==> src/sv/mkey_pkg.sv <==
// Shared types, constants and the symbol code table for the Morse keyer.
// No dependencies; used by every module of the keyer.
package mkey_pkg;

  localparam int CHAR_W     = 8;
  localparam int UNITS_W    = 3;
  localparam int UNIT_MS_W  = 8;
  localparam int DUR_W      = 10;
  localparam int IDX_W      = 6;
  localparam int CODE_W     = 8;
  localparam int OUT_DATA_W = 16;
  localparam int CFG_AW     = 2;
  localparam int CFG_DW     = 32;

  localparam logic [UNIT_MS_W-1:0] UNIT_MS_RESET = 8'd60;
  localparam logic [CFG_AW-1:0]    REG_UNIT_MS   = 2'd0;

  localparam logic [CHAR_W-1:0] CH_SPACE   = 8'h20;
  localparam logic [CHAR_W-1:0] CH_UPPER_Z = 8'h5A;
  localparam logic [CHAR_W-1:0] CH_LOWER_A = 8'h61;
  localparam logic [CHAR_W-1:0] CH_LOWER_Z = 8'h7A;
  localparam logic [CHAR_W-1:0] CH_FOLD    = 8'h20;

  localparam logic [UNITS_W-1:0] U_DOT    = 3'd1;
  localparam logic [UNITS_W-1:0] U_DASH   = 3'd3;
  localparam logic [UNITS_W-1:0] U_GAP    = 3'd1;
  localparam logic [UNITS_W-1:0] U_LETTER = 3'd2;
  localparam logic [UNITS_W-1:0] U_WORD   = 3'd4;

  // One key segment before its length in milliseconds is known
  typedef struct packed {
    logic               tone;
    logic [UNITS_W-1:0] units;
    logic               last;
  } seg_t;

  // Symbol codes, LSB first, 1 = dash, highest 1 bit marks the end
  function automatic logic [CODE_W-1:0] sym_code(input logic [IDX_W-1:0] idx);
    logic [CODE_W-1:0] c;
    case (idx)
      6'd12: c = 8'd115;
      6'd13: c = 8'd49;
      6'd14: c = 8'd106;
      6'd15: c = 8'd41;
      6'd16: c = 8'd63;
      6'd17: c = 8'd62;
      6'd18: c = 8'd60;
      6'd19: c = 8'd56;
      6'd20: c = 8'd48;
      6'd21: c = 8'd32;
      6'd22: c = 8'd33;
      6'd23: c = 8'd35;
      6'd24: c = 8'd39;
      6'd25: c = 8'd47;
      6'd31: c = 8'd76;
      6'd33: c = 8'd6;
      6'd34: c = 8'd17;
      6'd35: c = 8'd21;
      6'd36: c = 8'd9;
      6'd37: c = 8'd2;
      6'd38: c = 8'd20;
      6'd39: c = 8'd11;
      6'd40: c = 8'd16;
      6'd41: c = 8'd4;
      6'd42: c = 8'd30;
      6'd43: c = 8'd13;
      6'd44: c = 8'd18;
      6'd45: c = 8'd7;
      6'd46: c = 8'd5;
      6'd47: c = 8'd15;
      6'd48: c = 8'd22;
      6'd49: c = 8'd27;
      6'd50: c = 8'd10;
      6'd51: c = 8'd8;
      6'd52: c = 8'd3;
      6'd53: c = 8'd12;
      6'd54: c = 8'd24;
      6'd55: c = 8'd14;
      6'd56: c = 8'd25;
      6'd57: c = 8'd29;
      6'd58: c = 8'd19;
      default: c = '0;
    endcase
    return c;
  endfunction

endpackage

==> src/sv/mkey_dur.sv <==
// Segment length in milliseconds: units times unit_ms by shift and add.
// Depends on mkey_pkg.
module mkey_dur (
  input  logic [mkey_pkg::UNITS_W-1:0]   units,
  input  logic [mkey_pkg::UNIT_MS_W-1:0] unit_ms,
  output logic [mkey_pkg::DUR_W-1:0]     duration_ms
);
  import mkey_pkg::*;

  logic [DUR_W-1:0] base;

  // Add the shifted unit length for each set bit of units
  always_comb begin
    base        = DUR_W'(unit_ms);
    duration_ms = (units[0] ? base : '0)
                + (units[1] ? DUR_W'(base << 1) : '0)
                + (units[2] ? DUR_W'(base << 2) : '0);
  end

endmodule

==> src/sv/mkey_seq.sv <==
// Sequencer that walks a character's symbol code and issues key segments.
// Depends on mkey_pkg.
module mkey_seq (
  input  logic                          clk,
  input  logic                          rst_n,
  input  logic                          start,
  input  logic [mkey_pkg::CHAR_W-1:0]   char_code,
  input  logic                          adv,
  output logic                          idle,
  output logic                          seg_valid,
  output mkey_pkg::seg_t                seg
);
  import mkey_pkg::*;

  typedef enum logic [4:0] {
    ST_IDLE = 5'b00001,
    ST_SYM  = 5'b00010,
    ST_GAP  = 5'b00100,
    ST_END  = 5'b01000,
    ST_SPC  = 5'b10000
  } state_t;

  state_t            state_r, state_nxt;
  logic [CODE_W-1:0] code_r, code_nxt;

  logic [CHAR_W-1:0] folded;
  logic [CHAR_W-1:0] idx_wide;
  logic              char_ok;
  logic [CODE_W-1:0] lut_code;
  logic [CODE_W-1:0] code_shift;

  // Fold case and range-check the request
  always_comb begin
    folded   = (char_code >= CH_LOWER_A && char_code <= CH_LOWER_Z) ?
               char_code - CH_FOLD : char_code;
    char_ok  = !char_code[CHAR_W-1] && char_code >= CH_SPACE && folded <= CH_UPPER_Z;
    idx_wide = folded - CH_SPACE;
    lut_code = sym_code(idx_wide[IDX_W-1:0]);
    code_shift = code_r >> 1;
  end

  // Next state and segment to issue
  always_comb begin
    state_nxt = state_r;
    code_nxt  = code_r;
    seg_valid = 1'b0;
    seg       = '0;
    case (state_r)
      ST_IDLE: begin
        if (start && char_ok) begin
          code_nxt = lut_code;
          if (idx_wide == '0) begin
            state_nxt = ST_SPC;
          end else if ((lut_code & 8'hFE) != '0) begin
            state_nxt = ST_SYM;
          end else begin
            state_nxt = ST_END;
          end
        end
      end
      ST_SYM: begin
        seg_valid  = 1'b1;
        seg.tone   = 1'b1;
        seg.units  = code_r[0] ? U_DASH : U_DOT;
        if (adv) state_nxt = ST_GAP;
      end
      ST_GAP: begin
        seg_valid = 1'b1;
        seg.units = U_GAP;
        if (adv) begin
          code_nxt  = code_shift;
          state_nxt = ((code_shift & 8'hFE) != '0) ? ST_SYM : ST_END;
        end
      end
      ST_END: begin
        seg_valid = 1'b1;
        seg.units = U_LETTER;
        seg.last  = 1'b1;
        if (adv) state_nxt = ST_IDLE;
      end
      ST_SPC: begin
        seg_valid = 1'b1;
        seg.units = U_WORD;
        seg.last  = 1'b1;
        if (adv) state_nxt = ST_IDLE;
      end
      default: state_nxt = ST_IDLE;
    endcase
  end

  assign idle = (state_r == ST_IDLE);

  // Hold state and remaining code
  always_ff @(posedge clk) begin
    if (!rst_n) begin
      state_r <= ST_IDLE;
    end else begin
      state_r <= state_nxt;
    end
    code_r <= code_nxt;
  end

endmodule

==> src/sv/morse_keyer_core.sv <==
// Top level of the Morse keyer: stream ports, APB register and output stage.
// Depends on mkey_pkg, mkey_seq and mkey_dur.
//
// Each character request gives a run of key segments, one per cycle while the
// result side takes them. Once a request is taken, a letter with
// k symbols issues 2k+1 segments (at most 13), a space issues one and a byte
// outside space..'Z' (after folding lower case) issues none. The sequencer
// walks the symbol code one bit per two segments and takes no new request
// until the run is done. Each segment's millisecond length comes from a
// shift-and-add unit shared by all segments. unit_ms at byte address 0
// resets to UNIT_MS_INIT, 60 by default.
module morse_keyer_core #(
  parameter logic [mkey_pkg::UNIT_MS_W-1:0] UNIT_MS_INIT = mkey_pkg::UNIT_MS_RESET
) (
  input  logic                              clk,
  input  logic                              rst_n,
  // in_tdata: char_code[7:0]
  input  logic                              in_tvalid,
  output logic                              in_tready,
  input  logic [mkey_pkg::CHAR_W-1:0]       in_tdata,
  // out_tdata: tone_on[0], units[3:1], duration_ms[13:4], zero [15:14]
  output logic                              out_tvalid,
  input  logic                              out_tready,
  output logic [mkey_pkg::OUT_DATA_W-1:0]   out_tdata,
  output logic                              out_tlast,
  input  logic                              cfg_psel,
  input  logic                              cfg_penable,
  input  logic                              cfg_pwrite,
  input  logic [mkey_pkg::CFG_AW-1:0]       cfg_paddr,
  input  logic [mkey_pkg::CFG_DW-1:0]       cfg_pwdata,
  output logic [mkey_pkg::CFG_DW-1:0]       cfg_prdata,
  output logic                              cfg_pready
);
  import mkey_pkg::*;

  logic [UNIT_MS_W-1:0] unit_ms_r;
  logic                 seq_idle;
  logic                 seg_valid;
  seg_t                 seg;
  logic                 adv;
  logic [DUR_W-1:0]     dur;

  logic                 out_valid_r;
  logic                 out_tone_r;
  logic [UNITS_W-1:0]   out_units_r;
  logic [DUR_W-1:0]     out_dur_r;
  logic                 out_last_r;

  // Configuration register
  assign cfg_pready = 1'b1;
  assign cfg_prdata = (cfg_paddr == REG_UNIT_MS) ? CFG_DW'(unit_ms_r) : '0;

  always_ff @(posedge clk) begin
    if (!rst_n) begin
      unit_ms_r <= UNIT_MS_INIT;
    end else if (cfg_psel && cfg_penable && cfg_pwrite && cfg_paddr == REG_UNIT_MS) begin
      unit_ms_r <= cfg_pwdata[UNIT_MS_W-1:0];
    end
  end

  // Advance the sequencer when the output stage is free
  assign adv       = !out_valid_r || out_tready;
  assign in_tready = seq_idle;

  mkey_seq u_seq (
    .clk       (clk),
    .rst_n     (rst_n),
    .start     (in_tvalid && in_tready),
    .char_code (in_tdata),
    .adv       (adv),
    .idle      (seq_idle),
    .seg_valid (seg_valid),
    .seg       (seg)
  );

  mkey_dur u_dur (
    .units       (seg.units),
    .unit_ms     (unit_ms_r),
    .duration_ms (dur)
  );

  // Output stage
  always_ff @(posedge clk) begin
    if (!rst_n) begin
      out_valid_r <= 1'b0;
    end else if (adv) begin
      out_valid_r <= seg_valid;
    end
    if (adv && seg_valid) begin
      out_tone_r  <= seg.tone;
      out_units_r <= seg.units;
      out_dur_r   <= dur;
      out_last_r  <= seg.last;
    end
  end

  assign out_tvalid = out_valid_r;
  assign out_tdata  = {2'b00, out_dur_r, out_units_r, out_tone_r};
  assign out_tlast  = out_last_r;

endmodule

==> config.mk <==
export PLATFORM = sky130hd
export DESIGN_NAME = morse_keyer_core
export DESIGN_NICKNAME = d
export VERILOG_FILES = /design/src/sv/mkey_pkg.sv /design/src/sv/mkey_dur.sv /design/src/sv/mkey_seq.sv /design/src/sv/morse_keyer_core.sv
export SDC_FILE = /design/constraint.sdc
export NUM_CORES = 1
export LEC_CHECK = 0
export ABC_AREA = 0
export BUFFER_PORTS_ARGS = -buffer_cell sky130_fd_sc_hd__buf_2
export CORE_ASPECT_RATIO = 0.8
export CORE_MARGIN = 5
export CORE_UTILIZATION = 45
export DETAILED_ROUTE_END_ITERATION = 7
export GPL_ROUTABILITY_DRIVEN = 0
export GPL_TIMING_DRIVEN = 0
export PLACE_DENSITY = 0.7
export SLEW_MARGIN = 20
export SYNTH_ARGS = -nofsm -noshare
export SYNTH_HDL_FRONTEND = slang
export SYNTH_SLANG_ARGS = --single-unit
==> constraint.sdc <==
create_clock -name clk -period 4.35 [get_ports clk]
set_input_delay 0.87 -clock clk [delete_from_list [all_inputs] [get_ports clk]]
set_output_delay 0.87 -clock clk [all_outputs]
set_load 0.02 [all_outputs]
==> results by group <==
STA
  – Post-layout minimum cycle time: 3.95 ns
  – Fmax: 253 MHz
  – Setup TNS Final: 0 ns
  – Final setup fails: 0
  – Hold Violations, Final: 0
  – Pins Over Slew Limit: 0
  – Worst slew pin tran: 0.810 ns
  – RSZ-0062 raised after global routing: false
  – Slew HR: 45.6%
  – Clock Skew: 0.00874 ns
  – Final period util: 90.8%

Hold path
  – Hold crit path type: register to register

Setup path
  – Startpoint type of the worst setup path: register
  – CP Max Fanout: 9
  – Worst setup EP type: register
  – Required time of the critical path: 4.40 ns
  – Critical path type: register to register
  – Crit path arrival time: 4.00 ns

Cells and area
  – Register area: 941 um2
  – Area Overhead vs Synth: 18.2%
  – Ant diodes: 0
  – Area of the multi-input gates: 1890 um2
  – Share of cells above drive strength 1: 25.1%
  – Fill count: 614
  – Fin area: 3660 um2
  – Final net count: 496

Placement
  – DP Wirelength: 5570 um
  – I/O Buffers: 49
  – Post-Place Cell Area: 3550 um2

Floorplanning
  – IO Pins: 101
  – # rows: 27
  – DIE WIDTH: 103 um
  – Die H: 84.2 um
  – Die ar.: 8650 um2
  – Initial core utilization: 45.6%
  – Core area: 6790 um2

Power and ir drop
  – LEAKAGE: 1.75 nW
  – Sequential power share: 40.9%
  – P_int: 0.753 mW
  – Power share of the clock group: 25.5%
  – Overall power: 1.14 mW
  – Peak supply drop: 0.141 mV
  – Sw frac: 34.2%
  – PwrDens: 312 nW/um2
  – Combinational share of power: 33.6%
  – NetSw: 0.391 mW

Synthesis
  – Synth Area per Inst: 9.10 um2
  – Synth cell types: 65
  – Cells after Synth: 340
  – Fraction of registers with async set/reset: 0%
  – Register area share after synthesis: 30.4%
  – Post-synth top cells: nand2_1, buf_4, nor2_1
  – Top cell type's share of synthesized area: 21.3%
  – Top cells by area, synth: edfxtp_1, dfxtp_1, ha_1
  – Mapped Area: 3100 um2
  – Number of flops mapped to enable cells by yosys: 22
  – Top-count cell post-synth: nand2_1
  – Synth Warn #: 0
  – Main synth FF type: edfxtp_1
  – Dominant cell type by area after synthesis: edfxtp_1
  – Synthesized flop and latch total: 36

Status
  – Outcome: finished clean

Clocking
  – Root Driver: clkbuf_8
  – Post-CTS Hold Fix Bufs: 0
  – CTS sink count: 36
  – Clk_lat worst skew: 0.29 ns
  – Post-CTS Resized: 0
  – Clk buf depth: 2
  – Worst-path clk slew: 0.08 ns
  – H-tree depth: 2
  – Postcts setup bufs: 0
  – CTS tree: built
  – CTS buffer count: 5

Drt
  – Via count: 2610
  – Drt initial violations: 170
  – Wire length per cell: 13.5 um
  – Remaining DRCs: 0
  – Vias per cell: 5.13
  – First drt pass iteration count: 4
  – WL final: 6900 um
  – DRT antenna net count: 0

Global routing
  – Antenna violations before repair: 0
  – Largest net degree at the start of global routing: 16
  – Vias in the first global route: 2553
  – GR Overflow Total: 0
  – GRT Total Usage: 16.8%
  – First-pass GRT wire length: 11900 um

Job
  – Max-Cap Viols: 0
cells in the final DEF (no fill, tap or decap), types with 4 or more instances in the layout:
cell type	netlist	final
a21o_1	4	4
a21oi_1	12	12
and2_1	23	23
buf_2	4	53
buf_4	29	29
clkbuf_1	9	10
clkbuf_8	0	5
conb_1	2	27
dfxtp_1	14	14
edfxtp_1	22	22
fa_1	7	7
ha_1	19	19
inv_1	17	17
mux2i_1	16	16
nand2_1	30	30
nand2b_1	9	9
nand3_1	8	8
nor2_1	24	24
nor3_1	4	4
o21ai_0	13	13
xnor2_1	6	6
xor2_1	4	4
cell type report:
type / count / share of cell area, %
clock buffers: 6 / 1.98
plain buffers: 44 / 8.14
repair buffers: 49 / 6.70
inverters: 18 / 1.85
clock inverters: 2 / 0.957
flip-flops and latches: 36 / 25.7
well taps: 87 / 2.97
multi-input cells: 267 / 51.7
power by group through the flow:
stage          Clock, mW  Sequential, mW  Combinational (mW)
2_1_floorplan          0           0.482               0.272
3_3_place_gp           0           0.472               0.377
3_5_place_dp           0           0.476               0.384
4_1_cts            0.298           0.468               0.385
5_1_grt            0.317           0.474               0.429
6_report           0.291           0.468               0.385
state kept, by name, summed over array words and instances, names as in the netlist:
register	count
out_tlast	1
out_dur_r	10
out_units_r	3
out_tvalid	1
out_tone_r	1
u_seq.state_r	5
unit_ms_r	8
u_seq.code_r	7
worst paths after layout:
check | endpoint | from | slack [ns] | cells past startpoint
min | unit_ms_r[4]$_SDFFE_PN1P_ | unit_ms_r[4]$_SDFFE_PN1P_ | 0.54 | 2
min reg2reg | unit_ms_r[4]$_SDFFE_PN1P_ | unit_ms_r[4]$_SDFFE_PN1P_ | 0.54 | 2
max reg2reg | out_dur_r[9]$_DFFE_PP_ | u_seq.state_r[1]$_SDFFE_PN0P_ | 0.40 | 14
max | out_dur_r[9]$_DFFE_PP_ | u_seq.state_r[1]$_SDFFE_PN0P_ | 0.40 | 14
worst max-delay path, cell delays in order (launching register included):
cell and delay, ns:
dfxtp_1 0.31, clkbuf_1 0.28, nand2_1 0.08, mux2_2 0.28, nor4_2 0.61, nand2_1 0.17, fa_1 0.54, inv_1 0.07
ha_1 0.29, a21o_1 0.15, a21oi_1 0.23, nor2b_1 0.08, o21a_1 0.19, o41a_1 0.32, xnor2_1 0.13
layer usage:
metal	GRT usage, %	share of wire (%)
met4	4.12	1.0
met5	0	0
met1	25.4	50
met3	2.91	5.8
met2	24.8	43
through the flow:
step,utilization [%],hold slack [ns],instances,worst slack [ns]
after global routing,53.9,0.582,509,0.0541
after CTS,53.9,0.551,509,0.375
final,53.9,0.543,509,0.400
after global placement,52.2,0.530,501,-0.00942
after detailed placement,52.3,0.533,501,0.158
after floorplan,-,0.486,365,0.639
cells by family after synthesis:
kind of cell / after synthesis / synth area share [%]
compound gates: 65 / 15.2
flops: 36 / 30.4
simple gates: 118 / 19.8
xor+xnor: 10 / 2.83
fa+ha+maj: 26 / 12.2
mux: 21 / 7.48
other cells: 2 / 0.243
buf+inv: 62 / 11.8
No activity file was read; power rests on OpenSTA's default activity.
